<file path="config.mk">
export PLATFORM = sky130hd
export DESIGN_NAME = scsi_bulk_command_decoder
export DESIGN_NICKNAME = d
export VERILOG_FILES = /design/src/design/sbcd_pkg.sv /design/src/design/scsi_bulk_command_decoder.sv /design/src/design/sbcd_in_reg.sv /design/src/design/sbcd_core.sv /design/src/design/sbcd_out_reg.sv
export SDC_FILE = /design/constraint.sdc
export NUM_CORES = 1
export LEC_CHECK = 0
export ABC_CLOCK_PERIOD_IN_PS = 12300
export BUFFER_PORTS_ARGS = -buffer_cell sky130_fd_sc_hd__buf_4
export CORE_ASPECT_RATIO = 0.5
export CORE_MARGIN = 3
export CORE_UTILIZATION = 45
export DETAILED_ROUTE_END_ITERATION = 10
export PLACE_DENSITY = 0.65
export SLEW_MARGIN = 20
export SYNTH_ARGS = -nofsm -noshare
export SYNTH_HDL_FRONTEND = slang
export SYNTH_SLANG_ARGS = --single-unit
</file>
<file path="constraint.sdc">
create_clock -name clk -period 12.3 [get_ports clk]
set_input_delay 0.615 -clock clk [delete_from_list [all_inputs] [get_ports clk]]
set_output_delay 0.615 -clock clk [all_outputs]
set_load 0.05 [all_outputs]
</file>
<file path="src/design/sbcd_pkg.sv">
// Package for the SCSI bulk command decoder: payload types, opcodes and codes.
`default_nettype none
package sbcd_pkg;

  // Command block as it arrives with one transfer
  typedef struct packed {
    logic [7:0]  opcode;
    logic [3:0]  lun;
    logic        dir_in;
    logic [31:0] host_length;
    logic [7:0]  cdb_b2;
    logic [7:0]  cdb_b3;
    logic [7:0]  cdb_b4;
    logic [7:0]  cdb_b5;
    logic [7:0]  cdb_b7;
    logic [7:0]  cdb_b8;
    logic        card_detect;
    logic        ident_ok;
  } sbcd_in_t;

  // Decision for one command block
  typedef struct packed {
    logic [2:0]  stage;
    logic        csw_status;
    logic        stall_in;
    logic [31:0] lba_out;
    logic [15:0] block_count;
    logic [2:0]  response_kind;
    logic [3:0]  sense_key;
    logic [7:0]  sense_asc;
    logic [31:0] capacity_word;
    logic [31:0] data_length;
  } sbcd_out_t;

  // SCSI opcodes
  localparam logic [7:0] OP_TUR          = 8'h00;
  localparam logic [7:0] OP_REQ_SENSE    = 8'h03;
  localparam logic [7:0] OP_INQUIRY      = 8'h12;
  localparam logic [7:0] OP_START_STOP   = 8'h1B;
  localparam logic [7:0] OP_MODE_SENSE6  = 8'h1A;
  localparam logic [7:0] OP_PREVENT      = 8'h1E;
  localparam logic [7:0] OP_READ_FMT_CAP = 8'h23;
  localparam logic [7:0] OP_READ_CAP     = 8'h25;
  localparam logic [7:0] OP_READ10       = 8'h28;
  localparam logic [7:0] OP_WRITE10      = 8'h2A;
  localparam logic [7:0] OP_WRITE_VERIFY = 8'h2E;
  localparam logic [7:0] OP_VERIFY       = 8'h2F;
  localparam logic [7:0] OP_MODE_SENSE10 = 8'h5A;

  localparam logic [7:0]  MODE_PAGE_ALL = 8'h3F;
  localparam logic [15:0] INQUIRY_LEN   = 16'd36;

  // Transfer stages
  localparam logic [2:0] STG_READ        = 3'd0;
  localparam logic [2:0] STG_READ_DUMMY  = 3'd1;
  localparam logic [2:0] STG_WRITE       = 3'd2;
  localparam logic [2:0] STG_WRITE_DUMMY = 3'd3;
  localparam logic [2:0] STG_STATUS      = 3'd4;
  localparam logic [2:0] STG_DATA_IN     = 3'd5;
  localparam logic [2:0] STG_STALL       = 3'd6;

  // Response kinds
  localparam logic [2:0] KIND_NONE      = 3'd0;
  localparam logic [2:0] KIND_INQUIRY   = 3'd1;
  localparam logic [2:0] KIND_SENSE     = 3'd2;
  localparam logic [2:0] KIND_MODE6     = 3'd3;
  localparam logic [2:0] KIND_MODE10    = 3'd4;
  localparam logic [2:0] KIND_FMT_CAP   = 3'd5;
  localparam logic [2:0] KIND_READ_CAP  = 3'd6;

  // CSW status
  localparam logic CSW_PASS = 1'b0;
  localparam logic CSW_FAIL = 1'b1;

  // Pending sense codes
  localparam logic [2:0] SN_NONE     = 3'd0;
  localparam logic [2:0] SN_NOMEDIUM = 3'd1;
  localparam logic [2:0] SN_CHANGED  = 3'd2;
  localparam logic [2:0] SN_BADOP    = 3'd3;
  localparam logic [2:0] SN_BADFIELD = 3'd4;
  localparam logic [2:0] SN_RANGE    = 3'd5;

  // Sense keys and additional sense codes
  localparam logic [3:0] SK_NONE        = 4'h0;
  localparam logic [3:0] SK_NOT_READY   = 4'h2;
  localparam logic [3:0] SK_ILLEGAL     = 4'h5;
  localparam logic [3:0] SK_UNIT_ATTN   = 4'h6;
  localparam logic [7:0] ASC_NONE       = 8'h00;
  localparam logic [7:0] ASC_NO_MEDIUM  = 8'h3A;
  localparam logic [7:0] ASC_CHANGED    = 8'h28;
  localparam logic [7:0] ASC_BAD_OP     = 8'h20;
  localparam logic [7:0] ASC_BAD_FIELD  = 8'h24;
  localparam logic [7:0] ASC_LBA_RANGE  = 8'h21;

endpackage
`default_nettype wire

</file>
<file path="src/design/scsi_bulk_command_decoder.sv">
// Top level of the SCSI bulk command decoder.
//
//   port group   direction   handshake              payload
//   in_          input       in_valid / in_ready    sbcd_in_t command block
//   out_         output      out_valid / out_ready  sbcd_out_t decision
//   cfg_         input       cfg_wr_en              cfg_wr_data card capacity
//
// One transfer a cycle in each direction while out_ready does not hold back the
// result register; a command block's decision shows on out_ once it has moved
// from the input register through the decode into the result register. Unit
// state (card, sense, LBA, count) updates as the decision is registered, so the
// next block decodes against it. Reset is synchronous on rst_n and clears both
// valid flags and all unit state. A stalled result holds in the result register
// while the input register can still take one more block if it is empty.
`default_nettype none
module scsi_bulk_command_decoder (
  input  wire logic                clk,
  input  wire logic                rst_n,
  input  wire logic                in_valid,
  output logic                     in_ready,
  input  wire sbcd_pkg::sbcd_in_t  in_data,
  output logic                     out_valid,
  input  wire logic                out_ready,
  output sbcd_pkg::sbcd_out_t      out_data,
  input  wire logic                cfg_wr_en,
  input  wire logic [31:0]         cfg_wr_data
);
  import sbcd_pkg::*;

  logic      advance;
  logic      fire;
  sbcd_in_t  item;
  sbcd_out_t res;

  sbcd_in_reg u_in_reg (
    .clk      (clk),
    .rst_n    (rst_n),
    .in_valid (in_valid),
    .in_ready (in_ready),
    .in_data  (in_data),
    .advance  (advance),
    .fire     (fire),
    .item     (item)
  );

  sbcd_core u_core (
    .clk         (clk),
    .rst_n       (rst_n),
    .cfg_wr_en   (cfg_wr_en),
    .cfg_wr_data (cfg_wr_data),
    .fire        (fire),
    .item        (item),
    .res         (res)
  );

  sbcd_out_reg u_out_reg (
    .clk       (clk),
    .rst_n     (rst_n),
    .fire      (fire),
    .res       (res),
    .advance   (advance),
    .out_valid (out_valid),
    .out_ready (out_ready),
    .out_data  (out_data)
  );

endmodule
`default_nettype wire

</file>
<file path="src/design/sbcd_in_reg.sv">
// Input register stage of the SCSI bulk command decoder.
`default_nettype none
module sbcd_in_reg (
  input  wire logic              clk,
  input  wire logic              rst_n,
  input  wire logic              in_valid,
  output logic                   in_ready,
  input  wire sbcd_pkg::sbcd_in_t in_data,
  input  wire logic              advance,
  output logic                   fire,
  output sbcd_pkg::sbcd_in_t     item
);
  import sbcd_pkg::*;

  logic     valid_r;
  sbcd_in_t data_r;

  // Take a new transfer when empty or when the held item moves on
  assign in_ready = !valid_r || advance;
  assign fire     = valid_r && advance;
  assign item     = data_r;

  // Hold control state
  always_ff @(posedge clk) begin
    if (!rst_n) begin
      valid_r <= 1'b0;
    end else if (in_ready) begin
      valid_r <= in_valid;
    end
  end

  // Capture payload
  always_ff @(posedge clk) begin
    if (in_valid && in_ready) begin
      data_r <= in_data;
    end
  end

endmodule
`default_nettype wire

</file>
<file path="src/design/sbcd_core.sv">
// Decode logic and persistent unit state of the SCSI bulk command decoder.
`default_nettype none
module sbcd_core (
  input  wire logic               clk,
  input  wire logic               rst_n,
  input  wire logic               cfg_wr_en,
  input  wire logic [31:0]        cfg_wr_data,
  input  wire logic               fire,
  input  wire sbcd_pkg::sbcd_in_t item,
  output sbcd_pkg::sbcd_out_t     res
);
  import sbcd_pkg::*;

  logic [31:0] capacity_r;
  logic        card_present_r, card_present_nxt;
  logic        unit_stopped_r, unit_stopped_nxt;
  logic        media_changed_r, media_changed_nxt;
  logic [2:0]  pending_sense_r, pending_sense_nxt;
  logic [31:0] lba_r, lba_nxt;
  logic [15:0] count_r, count_nxt;

  logic        track;
  logic        cp_trk, us_trk, mc_trk;
  logic [31:0] cdb_lba;
  logic [15:0] cdb_count;
  logic        rd_op;

  // Card tracking on LUN 0, ahead of the decode
  assign track = (item.lun == 4'd0) && (item.card_detect != card_present_r)
                 && !unit_stopped_r;
  always_comb begin
    cp_trk = card_present_r;
    us_trk = unit_stopped_r;
    mc_trk = media_changed_r;
    if (track) begin
      if (item.ident_ok) begin
        cp_trk = 1'b1;
        mc_trk = 1'b1;
      end else begin
        cp_trk = 1'b0;
        us_trk = 1'b0;
      end
    end
  end

  assign cdb_lba   = {item.cdb_b2, item.cdb_b3, item.cdb_b4, item.cdb_b5};
  assign cdb_count = {item.cdb_b7, item.cdb_b8};
  assign rd_op     = (item.opcode == OP_READ10);

  // Decode the command and work out the next unit state
  always_comb begin
    card_present_nxt  = cp_trk;
    unit_stopped_nxt  = us_trk;
    media_changed_nxt = mc_trk;
    pending_sense_nxt = pending_sense_r;
    lba_nxt           = lba_r;
    count_nxt         = count_r;

    res               = '0;
    res.stage         = STG_STATUS;
    res.csw_status    = CSW_PASS;
    res.data_length   = item.host_length;

    case (item.opcode)
      OP_READ10, OP_WRITE10: begin
        count_nxt = cdb_count;
        if (cp_trk) begin
          if (cdb_lba >= capacity_r) begin
            lba_nxt           = capacity_r;
            res.stage         = rd_op ? STG_READ_DUMMY : STG_WRITE_DUMMY;
            res.csw_status    = CSW_FAIL;
            pending_sense_nxt = SN_RANGE;
          end else begin
            lba_nxt           = cdb_lba;
            res.stage         = rd_op ? STG_READ : STG_WRITE;
            pending_sense_nxt = SN_NONE;
          end
        end else begin
          lba_nxt           = '0;
          res.stage         = rd_op ? STG_READ_DUMMY : STG_WRITE_DUMMY;
          res.csw_status    = CSW_FAIL;
          pending_sense_nxt = SN_NOMEDIUM;
        end
      end
      OP_TUR: begin
        if (mc_trk) begin
          res.csw_status    = CSW_FAIL;
          pending_sense_nxt = SN_CHANGED;
        end else if (cp_trk) begin
          pending_sense_nxt = SN_NONE;
        end else begin
          res.csw_status    = CSW_FAIL;
          pending_sense_nxt = SN_NOMEDIUM;
        end
      end
      OP_REQ_SENSE: begin
        case (pending_sense_r)
          SN_NOMEDIUM: begin
            res.sense_key = SK_NOT_READY;
            res.sense_asc = ASC_NO_MEDIUM;
          end
          SN_CHANGED: begin
            res.sense_key     = SK_UNIT_ATTN;
            res.sense_asc     = ASC_CHANGED;
            media_changed_nxt = 1'b0;
          end
          SN_BADOP: begin
            res.sense_key = SK_ILLEGAL;
            res.sense_asc = ASC_BAD_OP;
          end
          SN_BADFIELD: begin
            res.sense_key = SK_ILLEGAL;
            res.sense_asc = ASC_BAD_FIELD;
          end
          SN_RANGE: begin
            res.sense_key = SK_ILLEGAL;
            res.sense_asc = ASC_LBA_RANGE;
          end
          default: begin
            res.sense_key = SK_NONE;
            res.sense_asc = ASC_NONE;
          end
        endcase
        pending_sense_nxt = SN_NONE;
        res.response_kind = KIND_SENSE;
        res.stage         = STG_DATA_IN;
      end
      OP_INQUIRY: begin
        res.response_kind = KIND_INQUIRY;
        res.stage         = STG_DATA_IN;
        res.data_length   = {item.host_length[31:16], INQUIRY_LEN};
      end
      OP_MODE_SENSE6, OP_MODE_SENSE10: begin
        if (item.cdb_b2 != MODE_PAGE_ALL) begin
          res.stage         = STG_STALL;
          res.stall_in      = 1'b1;
          res.csw_status    = CSW_FAIL;
          pending_sense_nxt = SN_BADFIELD;
        end else begin
          res.response_kind = (item.opcode == OP_MODE_SENSE6) ? KIND_MODE6 : KIND_MODE10;
          res.stage         = STG_DATA_IN;
        end
      end
      OP_PREVENT: begin
        if (item.cdb_b4[0]) begin
          res.csw_status    = CSW_FAIL;
          pending_sense_nxt = SN_BADFIELD;
        end
      end
      OP_START_STOP: begin
        card_present_nxt = item.cdb_b4[0];
        unit_stopped_nxt = !item.cdb_b4[0];
      end
      OP_READ_FMT_CAP, OP_READ_CAP: begin
        if (cp_trk) begin
          if (item.opcode == OP_READ_FMT_CAP) begin
            res.response_kind = KIND_FMT_CAP;
            res.capacity_word = capacity_r;
          end else begin
            res.response_kind = KIND_READ_CAP;
            res.capacity_word = capacity_r - 32'd1;
          end
          res.stage         = STG_DATA_IN;
          pending_sense_nxt = SN_NONE;
        end else begin
          res.stage         = STG_STALL;
          res.stall_in      = 1'b1;
          res.csw_status    = CSW_FAIL;
          pending_sense_nxt = SN_NOMEDIUM;
        end
        if (mc_trk) begin
          res.csw_status    = CSW_FAIL;
          pending_sense_nxt = SN_CHANGED;
        end
      end
      OP_VERIFY: begin
        pending_sense_nxt = SN_NONE;
      end
      OP_WRITE_VERIFY: begin
        count_nxt         = cdb_count;
        res.stage         = STG_WRITE_DUMMY;
        pending_sense_nxt = SN_NONE;
      end
      default: begin
        res.stage         = STG_STALL;
        res.stall_in      = item.dir_in;
        res.csw_status    = CSW_FAIL;
        pending_sense_nxt = SN_BADOP;
      end
    endcase

    res.lba_out     = lba_nxt;
    res.block_count = count_nxt;
  end

  // Hold the card size register
  always_ff @(posedge clk) begin
    if (!rst_n) begin
      capacity_r <= '0;
    end else if (cfg_wr_en) begin
      capacity_r <= cfg_wr_data;
    end
  end

  // Advance unit state with each decoded transfer
  always_ff @(posedge clk) begin
    if (!rst_n) begin
      card_present_r  <= 1'b0;
      unit_stopped_r  <= 1'b0;
      media_changed_r <= 1'b0;
      pending_sense_r <= SN_NONE;
      lba_r           <= '0;
      count_r         <= '0;
    end else if (fire) begin
      card_present_r  <= card_present_nxt;
      unit_stopped_r  <= unit_stopped_nxt;
      media_changed_r <= media_changed_nxt;
      pending_sense_r <= pending_sense_nxt;
      lba_r           <= lba_nxt;
      count_r         <= count_nxt;
    end
  end

  // Reporting a media change clears the flag
  a_sense_clears_change: assert property (@(posedge clk) disable iff (!rst_n)
    fire && (item.opcode == OP_REQ_SENSE) && (pending_sense_r == SN_CHANGED)
    |=> !media_changed_r && (pending_sense_r == SN_NONE))
    else $error("media changed flag survived REQUEST SENSE");

  // A stop leaves the unit stopped with no card
  a_stop_state: assert property (@(posedge clk) disable iff (!rst_n)
    fire && (item.opcode == OP_START_STOP) && !item.cdb_b4[0]
    |=> unit_stopped_r && !card_present_r)
    else $error("START STOP did not stop the unit");

  // A sector transfer only runs inside the card
  a_lba_in_range: assert property (@(posedge clk) disable iff (!rst_n)
    fire && ((res.stage == STG_READ) || (res.stage == STG_WRITE))
    |-> (res.lba_out < capacity_r))
    else $error("sector transfer outside card capacity");

  // Unit state holds between transfers
  a_state_holds: assert property (@(posedge clk) disable iff (!rst_n)
    !fire |=> $stable(pending_sense_r) && $stable(lba_r) && $stable(count_r))
    else $error("unit state changed without a transfer");

endmodule
`default_nettype wire

</file>
<file path="src/design/sbcd_out_reg.sv">
// Result register stage of the SCSI bulk command decoder.
`default_nettype none
module sbcd_out_reg (
  input  wire logic                clk,
  input  wire logic                rst_n,
  input  wire logic                fire,
  input  wire sbcd_pkg::sbcd_out_t res,
  output logic                     advance,
  output logic                     out_valid,
  input  wire logic                out_ready,
  output sbcd_pkg::sbcd_out_t      out_data
);
  import sbcd_pkg::*;

  logic      valid_r;
  sbcd_out_t data_r;

  // Room for a new result when empty or when the held one leaves
  assign advance   = !valid_r || out_ready;
  assign out_valid = valid_r;
  assign out_data  = data_r;

  // Hold control state
  always_ff @(posedge clk) begin
    if (!rst_n) begin
      valid_r <= 1'b0;
    end else if (advance) begin
      valid_r <= fire;
    end
  end

  // Capture result
  always_ff @(posedge clk) begin
    if (fire) begin
      data_r <= res;
    end
  end

endmodule
`default_nettype wire

</file>
Word level (Yosys, flattened, before mapping). Cells that the tools add are included.

Bits in latches: 0. Register bits after elaboration: 315. Memories kept: 0. RAM bits: 0. Input bits: 132. Logic and storage cells: 128. ROM bits: 0. Output and inout port bits: 134.

Bitwise logic cells: 1. Shift operators: 0. Order comparisons: 1. Multiplexer cells: 44. Add/sub/neg operators: 1. Divide/modulo/power cells: 0. Equality and inequality tests: 22. Multiply operators: 0. Reductions and logical operators: 27.

Operator list (count): 32-bit two-way mux (4); 11-bit case mux with 5 select lines (1); 8-bit by 6-bit == test with 1-bit output (second input constant) (6); 3-bit case mux with 6 select lines (2); 8-bit by 5-bit == test with 1-bit output (second input constant) (4); 32-bit >= comparator (1); 32-bit by 1-bit subtractor with 32-bit output (second input constant) (1); 3-bit two-way mux (8); 1-bit two-way mux (16); 16-bit two-way mux (1); 2-bit two-way mux (8); 3-bit case mux with 4 select lines (1); 2-bit OR reduction (5); 3-bit OR reduction (3); 9-bit OR reduction (1); 8-bit by 2-bit == test with 1-bit output (second input constant) (1); 8-bit by 7-bit == test with 1-bit output (second input constant) (1); 8-bit zero test (1); 8-bit by 6-bit inequality test with 1-bit output (second input constant) (1); 3-bit by 2-bit == test with 1-bit output (second input constant) (2); 3-bit == test (second input constant) (2); 1-bit case mux with 6 select lines (1); 5-bit OR reduction (1); 1-bit logical AND (4); 15 further kinds (20).

Logic depth before layout (Yosys ltp). Gate-level depths: netlist (run 1).

Depth in word-level cells: 7. Mapped depth: 12. Mapped depth without buffers: 9.

Cells and area by module. Synthesis (run 1) repeated with hierarchy kept, for this count alone.

Cell total of the unflattened synthesis: 1151. Area, all modules: 13753.2 sq um.

By module, submodules not included: sbcd_core (times used 1, cells each 914, area each 6822.8 sq um, seq. area each 1721.7 sq um); sbcd_out_reg (times used 1, cells each 136, area each 4012.6 sq um, seq. area each 3983.8 sq um); sbcd_in_reg (times used 1, cells each 101, area each 2917.8 sq um, seq. area each 2872.8 sq um).

Worst setup path after synthesis (run 1). OpenSTA, ideal clock, no wires.

Path type: register to register. Start point: reg u_out_reg.valid_r (netlist: u_out_reg.out_valid). End point: reg u_out_reg.data_r (netlist bit u_out_reg.out_data[0]) (enable). Data arrival time: 4.877 ns. Clock period less this slack: 5.417 ns. Slack: 6.883 ns. Cell stages (with the launch flop): 6. Required time: 11.759 ns. Path buffers: 2. Setup time: 0.541 ns. Cells stage by stage: dfxtp_1 nor2b_1 nand2b_1 inv_1 clkbuf_1 clkbuf_1.

Word-level cells in the longest chain between the ends: 3.

Ends and longest elaborated chain: start, declared (line sbcd_out_reg.sv:15) `logic valid_r;`; start signal, assigned (line sbcd_out_reg.sv:28) `valid_r <= fire;`; 1-bit zero test (line sbcd_out_reg.sv:19) `assign advance = !valid_r || out_ready;`; 1-bit logical OR (line sbcd_out_reg.sv:19); 1-bit logical AND (line sbcd_in_reg.sv:20) `assign fire = valid_r && advance;`; net fire (line scsi_bulk_command_decoder.sv:31) `logic fire;`; end signal, assigned (line sbcd_out_reg.sv:35) `data_r <= res;`; end, declared (line sbcd_out_reg.sv:16) `sbcd_out_t data_r;`.

The timed path passes the listed nets, and every way through them passes these cells. A chain may end at the register's enable or synchronous reset.

==> flow_summary.toml, run 1 <==
[finish]
area_growth_pct = 25.1
antenna-diode-count = 0
final_cells = 1647
drive_above_1_share_pct = 29.9
fin_nets = 1408

[route]
drtPass1Iterations = 5
highest_layer = "met4"
ant_nets = 0
wl_um = 32000
vias = 8715
wl_met2_um = 16000
wl_per_cell_um = 19.4
wl_met1_um = 13600
drt_iter0_markers = 641
via_per_inst = 5.29
drc = 0
wl_met3_um = 1680

[logic_synthesis]
async_reset_ff_share_pct = 0
ys_seq_elements = 310
yosys.area.top_type = "edfxtp_1"
synth_edf_count = 222
yosys-top-cells-count = "222 x edfxtp_1, 88 x dfxtp_1, 83 x nand2_1"
ys_seq_area_share_pct = 65.5
syn_inst = 997
synthFlopType = "edfxtp_1"
avgSynthCellArea_um2 = 12.9
ys_warn_count = 0
synth_area_leaders = "edfxtp_1 52%, dfxtp_1 14%, ha_1 3.2%"
syn_area_um2 = 12900
synth.distinct_cells = 70
synth_top_area_share_pct = 51.8
synth.most_common_cell = "edfxtp_1"

[cts]
cts_buffers = 28
post_cts_buffers = 0
clk_root_buffer_cell = "clkbuf_16"
cts_tree = "built"
post_cts_resized = 0
clkLatencyLatePin_ps = 560
postCtsHoldBufs = 0
clock-sinks = 310
htree_levels = 1
cts_buffer_depth = 3
path_clk_slew_ps = 70

[place]
numPortBuffers = 262
gp_congestion = 0.846
dp_cells = 1595
dpl.hpwl_um = 21800

[timing]
drv_slew = 0
fmaxAchievable_ghz = 0.289
grt_setup_unrepaired = "false"
period_needed_ps = 3460
min_period_over_period_pct = 28.1
setup_viol = 0
slew_headroom_pct = 34.4
finalHoldViolations = 0
tightestPinTransition_ps = 985
tns_ps = 0
finClkSkew_ps = 19.8

[worst_setup_path]
crit_chain = "inv_1 -> ha_1 -> nand4_1 -> nor4_1 -> o31ai_4 -> a21oi_2 -> buf_4 -> a221o_1 -> o21ba_2"
setup.worst_path.end = "u_core.lba_r[19]$_SDFFE_PN0P_"
timing.rr.end = "u_core.lba_r[19]$_SDFFE_PN0P_"
reg2reg_depth = 9
cp-startpoint = "u_core.capacity_r[29]$_SDFFE_PN0P_"
startpoint_type = "flip-flop"
crit_required_ps = 12800
arrival_ps = 3960
slowest_delay_ps = 790
path_depth = 9
crit_family = "compound AO/OA/AOI/OAI gates"
r2r_start = "u_core.capacity_r[29]$_SDFFE_PN0P_"
end_kind = "flip-flop"
path_max_fanout = 16
cp.buffers_inverters = 2
crit_type = "reg -> reg"
reg2reg_slack_ps = 8840
cp_slowest_cell = "a21oi_2"

[floorplanning]
io_pins = 266
die_h_um = 126
die_x_um = 245
die_area_um2 = 30800
start_util_pct = 46.1
coreArea_um2 = 27900
rows = 43

[power_and_ir_drop]
p_leak_nw = 6.23
power.density_nw_per_um2 = 149
vdd_drop_max_mv = 0.104

[global_route]
antenna_found_initial = 0
grt_max_degree = 117
overflow = 0
grt_first_pass_wirelength_um = 49600
grtUsageTotal_pct = 20.4
grt_pass1_vias = 8867

[hold_path]
hp-class = "in -> reg"

[flow_run]
drv_cap = 0

[outcome]
run_status = "complete, no violations"
through the flow:
step / utilization, % / power, W / worst slack [ps] / hold slack, ps / cell area [µm²]
finish: 57.6 / 0.00240 / 8840 / 229 / 16100
global route: 57.6 / 0.00249 / 8660 / 207 / 16100
CTS: 57.6 / 0.00242 / 8850 / 207 / 16100
detailed placement: 54.2 / 0.00150 / 8780 / 405 / 15100
global placement: 54.2 / 0.00149 / 8850 / 401 / 15100
floorplan: - / 0.00140 / 6880 / 400 / 12900
power breakdown:
part	leakage, nW	switching, W	internal (W)
clock network	0.478	0.000395	0.000525
logic	2.90	0.000168	0.000103
registers	2.85	0.0000339	0.00117
layout by cell type, fill, tap and decap left out, drive strengths merged, types with 14 or more instances in the layout:
cell	Yosys	routed
buf	21	269
edfxtp	222	222
dfxtp	88	88
nand2	83	83
nor2	80	80
o21ai	44	44
a21oi	41	41
inv	40	41
and2	39	39
mux2i	35	35
ha	33	33
clkbuf	34	30
xnor2	27	27
a221o	24	24
o21ba	22	22
nor3	18	18
mux2	16	16
clkinv	1	16
nand4	14	14
nand3	14	14
worst min path at each step:
stage	startpoint	to	slack (ps)	cells after the start
6_report	in_data[18]	u_in_reg.item[18]$_DFFE_PP_	230	1
5_1_grt	in_data[31]	u_in_reg.item[31]$_DFFE_PP_	210	1
4_1_cts	in_data[77]	u_in_reg.item[77]$_DFFE_PP_	210	1
3_5_place_dp	u_in_reg.item[74]$_DFFE_PP_	u_out_reg.out_data[24]$_DFFE_PP_	400	0
3_3_place_gp	u_in_reg.item[68]$_DFFE_PP_	u_out_reg.out_data[18]$_DFFE_PP_	400	0
2_1_floorplan	u_in_reg.item[66]$_DFFE_PP_	u_out_reg.out_data[16]$_DFFE_PP_	400	0
sequential cells by signal (all words and copies together) (netlist names):
signal and count:
u_core.capacity_r 32, u_core.card_present_r 1, u_core.count_r 16, u_core.lba_r 32, u_core.media_changed_r 1, u_core.pending_sense_r 3, u_core.unit_stopped_r 1, u_in_reg.item 95
u_in_reg.valid_r 1, u_out_reg.out_data 127, u_out_reg.out_valid 1
worst reg2reg max path: stages, from the launching register on:
cell and delay [ps]:
dfxtp_1 420, inv_1 100, ha_1 310, nand4_1 200, nor4_1 620, o31ai_4 210, a21oi_2 790, buf_4 390
a221o_1 230, o21ba_2 130
cell type report:
| cell class | instances | area (µm²) |
|---|---|---|
| clock buffers | 30 | 708 |
| clock inverters | 22 | 253 |
| fillers | 2249 | 11800 |
| inverters | 41 | 160 |
| multi-input cells | 593 | 4040 |
| flip-flops and latches | 310 | 8430 |
| well taps | 382 | 478 |
| repair buffers | 269 | 2020 |
kinds of logic after synthesis:
kind of cell,Yosys count,synth area share [%]
and+or+nand+nor,300,12.0
buffers and inverters,96,3.14
other,1,0.0292
adders and majority gates,33,3.21
xor gates and xnor gates,29,1.98
muxes,51,4.13
DFF,310,65.5
AOI/OAI and AO/OA,177,9.95
routing by layer:
layer / up-vias / track usage, %
met2: 247 / 35.6
li1: 4142 / -
met1: 4284 / 26.8
met3: 42 / 3.77
met5: - / 0
met4: 0 / 4.47
Note: power is estimated with default switching activity, not from simulation.
==> run 2, diff against run 1 <==
Settings changed: ABC_CLOCK_PERIOD_IN_PS 12300 to 3200.
Clock period 12.3 ns to 3.2 ns, I/O delays scaled along.
==> run 2 against run 1 <==
Compared with the run above: count of clock-buffer cells in the layout is 7 higher; die area stayed put; non-clock buffer count is 150 higher; critical path type unchanged; largest cell class unchanged; largest power group unchanged.
==> flow_summary.toml, run 2 (synthesis results as in run 1) <==
[route]
drtPass1Iterations = 5
drt_iter0_markers = 559
vias = 9407
wl_per_cell_um = 19.3
via_per_inst = 5.23
ant_nets = 0
drc = 0
wl_um = 34600

[floorplanning]
coreArea_um2 = 27900
start_util_pct = 46.1
die_area_um2 = 30800
die_h_um = 126
die_x_um = 245
io_pins = 266
rows = 43

[place]
gp_congestion = 0.860
place_worst_setup_slack_ps = 239
dp_cells = 1615
dpl.hpwl_um = 23000
numPortBuffers = 262

[timing]
period_needed_ps = 3010
setup_viol = 0
fmaxAchievable_ghz = 0.333
tightestPinTransition_ps = 929
finClkSkew_ps = 22.6
slew_headroom_pct = 38.0
tns_ps = 0
min_period_over_period_pct = 93.9
grt_setup_unrepaired = "false"
drv_slew = 0
setup_ws_ps = 195
finalHoldViolations = 0

[worst_setup_path]
reg2reg_slack_ps = 190
crit_type = "reg -> reg"
startpoint_type = "flip-flop"
end_kind = "flip-flop"
arrival_ps = 3450
reg2reg_depth = 10
crit_required_ps = 3640
r2r_start = "u_core.capacity_r[12]$_SDFFE_PN0P_"
timing.rr.end = "u_core.lba_r[31]$_SDFFE_PN0P_"
path_max_fanout = 21

[hold_path]
whs_path_depth = 3
hp-class = "in -> reg"
hp-start = "rst_n"
hold-path-endpoint = "u_core.lba_r[2]$_SDFFE_PN0P_"

[finish]
fin_util_pct = 62.9
fin_nets = 1558
final_cells = 1797
fillers = 2121
antenna-diode-count = 0
largest_reg_flops = 127
final_cell_mix = "287 x buf_4, 222 x edfxtp_1, 130 x dlygate4sd3_1"
layout_commonest_cell = "buf_4"
drive_above_1_share_pct = 28.1
area_growth_pct = 36.5

[power_and_ir_drop]
vdd_drop_max_mv = 0.505
p_leak_nw = 6.87
total_power_w = 0.00932
power.density_nw_per_um2 = 531

[global_route]
overflow = 0
grt_pass1_vias = 9747
antenna_found_initial = 0
grtUsageTotal_pct = 22.3
grt_max_degree = 88
grt_first_pass_wirelength_um = 53700

[cts]
clk_root_buffer_cell = "clkbuf_16"
clock-sinks = 310
path_clk_slew_ps = 70
clkLatencyLatePin_ps = 560
post_cts_buffers = 0
cts_buffers = 28
htree_levels = 1
cts_buffer_depth = 3
cts_tree = "built"

[flow_run]
drv_cap = 0

[outcome]
run_status = "complete, no violations"
run 2: cell count changes in the layout (fill, tap and decap cells not counted), moves of 2 or more:
cell           previous run  this run
clkbuf_1                  2         4
buf_12                    0         2
clkinv_2                 11         8
dlygate4sd3_1             0       130
buf_4                   269       287
clkbuf_8                  0         4
bufinv_16                 5         3
run 2: worst max-delay path by stage:
| stage | startpoint | to | depth (start not counted) | slack (ps) |
|---|---|---|---|---|
| after CTS | u_core.capacity_r[9]$_SDFFE_PN0P_ | u_core.lba_r[31]$_SDFFE_PN0P_ | 10 | 220 |
| after global routing | u_core.capacity_r[12]$_SDFFE_PN0P_ | u_core.lba_r[31]$_SDFFE_PN0P_ | 10 | 70 |
| after global placement | u_core.capacity_r[12]$_SDFFE_PN0P_ | u_core.lba_r[31]$_SDFFE_PN0P_ | 10 | 290 |
| after detailed placement | u_core.capacity_r[9]$_SDFFE_PN0P_ | u_core.lba_r[31]$_SDFFE_PN0P_ | 10 | 240 |
| after floorplan | u_out_reg.out_valid$_SDFFE_PN0P_ | u_in_reg.item[0]$_DFFE_PP_ | 3 | 420 |
| final | u_core.capacity_r[12]$_SDFFE_PN0P_ | u_core.lba_r[31]$_SDFFE_PN0P_ | 10 | 190 |
run 2: cell type report:
class	count	area [µm²]	share of cell area, %
tap	382	478	2.72
multi-input combinational	593	4040	23.0
clock inverter	15	158	0.898
timing repair buffer	419	3500	19.9
inverter	41	160	0.912
clock buffer	37	796	4.53
sequential	310	8430	48.0
run 2: what timing repair did:
| item | 4_1_cts | 5_1_grt |
|---|---|---|
| hold buffers | 130 | 0 |
| gates resized for setup | 0 | 0 |
| setup endpoints to repair | 0 | 0 |
| hold endpoints to repair | 129 | 0 |
run 2: layer usage:
| metal | up-vias | share of wire [%] | GRT usage [%] |
|---|---|---|---|
| li1 | 4434 | - | - |
| met1 | 4621 | 41 | 28.2 |
| met2 | 283 | 51 | 39.5 |
| met3 | 69 | 5.6 | 4.18 |
| met4 | 0 | 2.4 | 5.86 |
| met5 | - | 0 | 0 |
run 2: worst max-delay path, cell delays in order, from the launching register on:
cell and delay [ps]:
dfxtp_1 480, inv_1 130, ha_1 280, and4_1 240, nand4_1 230, a2111oi_2 380, o31ai_4 140, and3b_1 210
buf_4 240, a221o_2 380, o21ba_2 200
run 2: power breakdown:
group / leakage [nW] / total, W / switching (W) / internal, W
Combinational: 3.55 / 0.00122 / 0.000700 / 0.000516
Sequential: 2.85 / 0.00463 / 0.000118 / 0.00451
Clock: 0.472 / 0.00348 / 0.00148 / 0.00199
run 2: per-stage QoR:
| step | hold slack (ps) | instance area (µm²) |
|---|---|---|
| after floorplan | 259 | 12900 |
| after global placement | 338 | 15300 |
| after detailed placement | 339 | 15300 |
| after CTS | 73.4 | 17600 |
| after global routing | 90.6 | 17600 |
| final | 107 | 17600 |
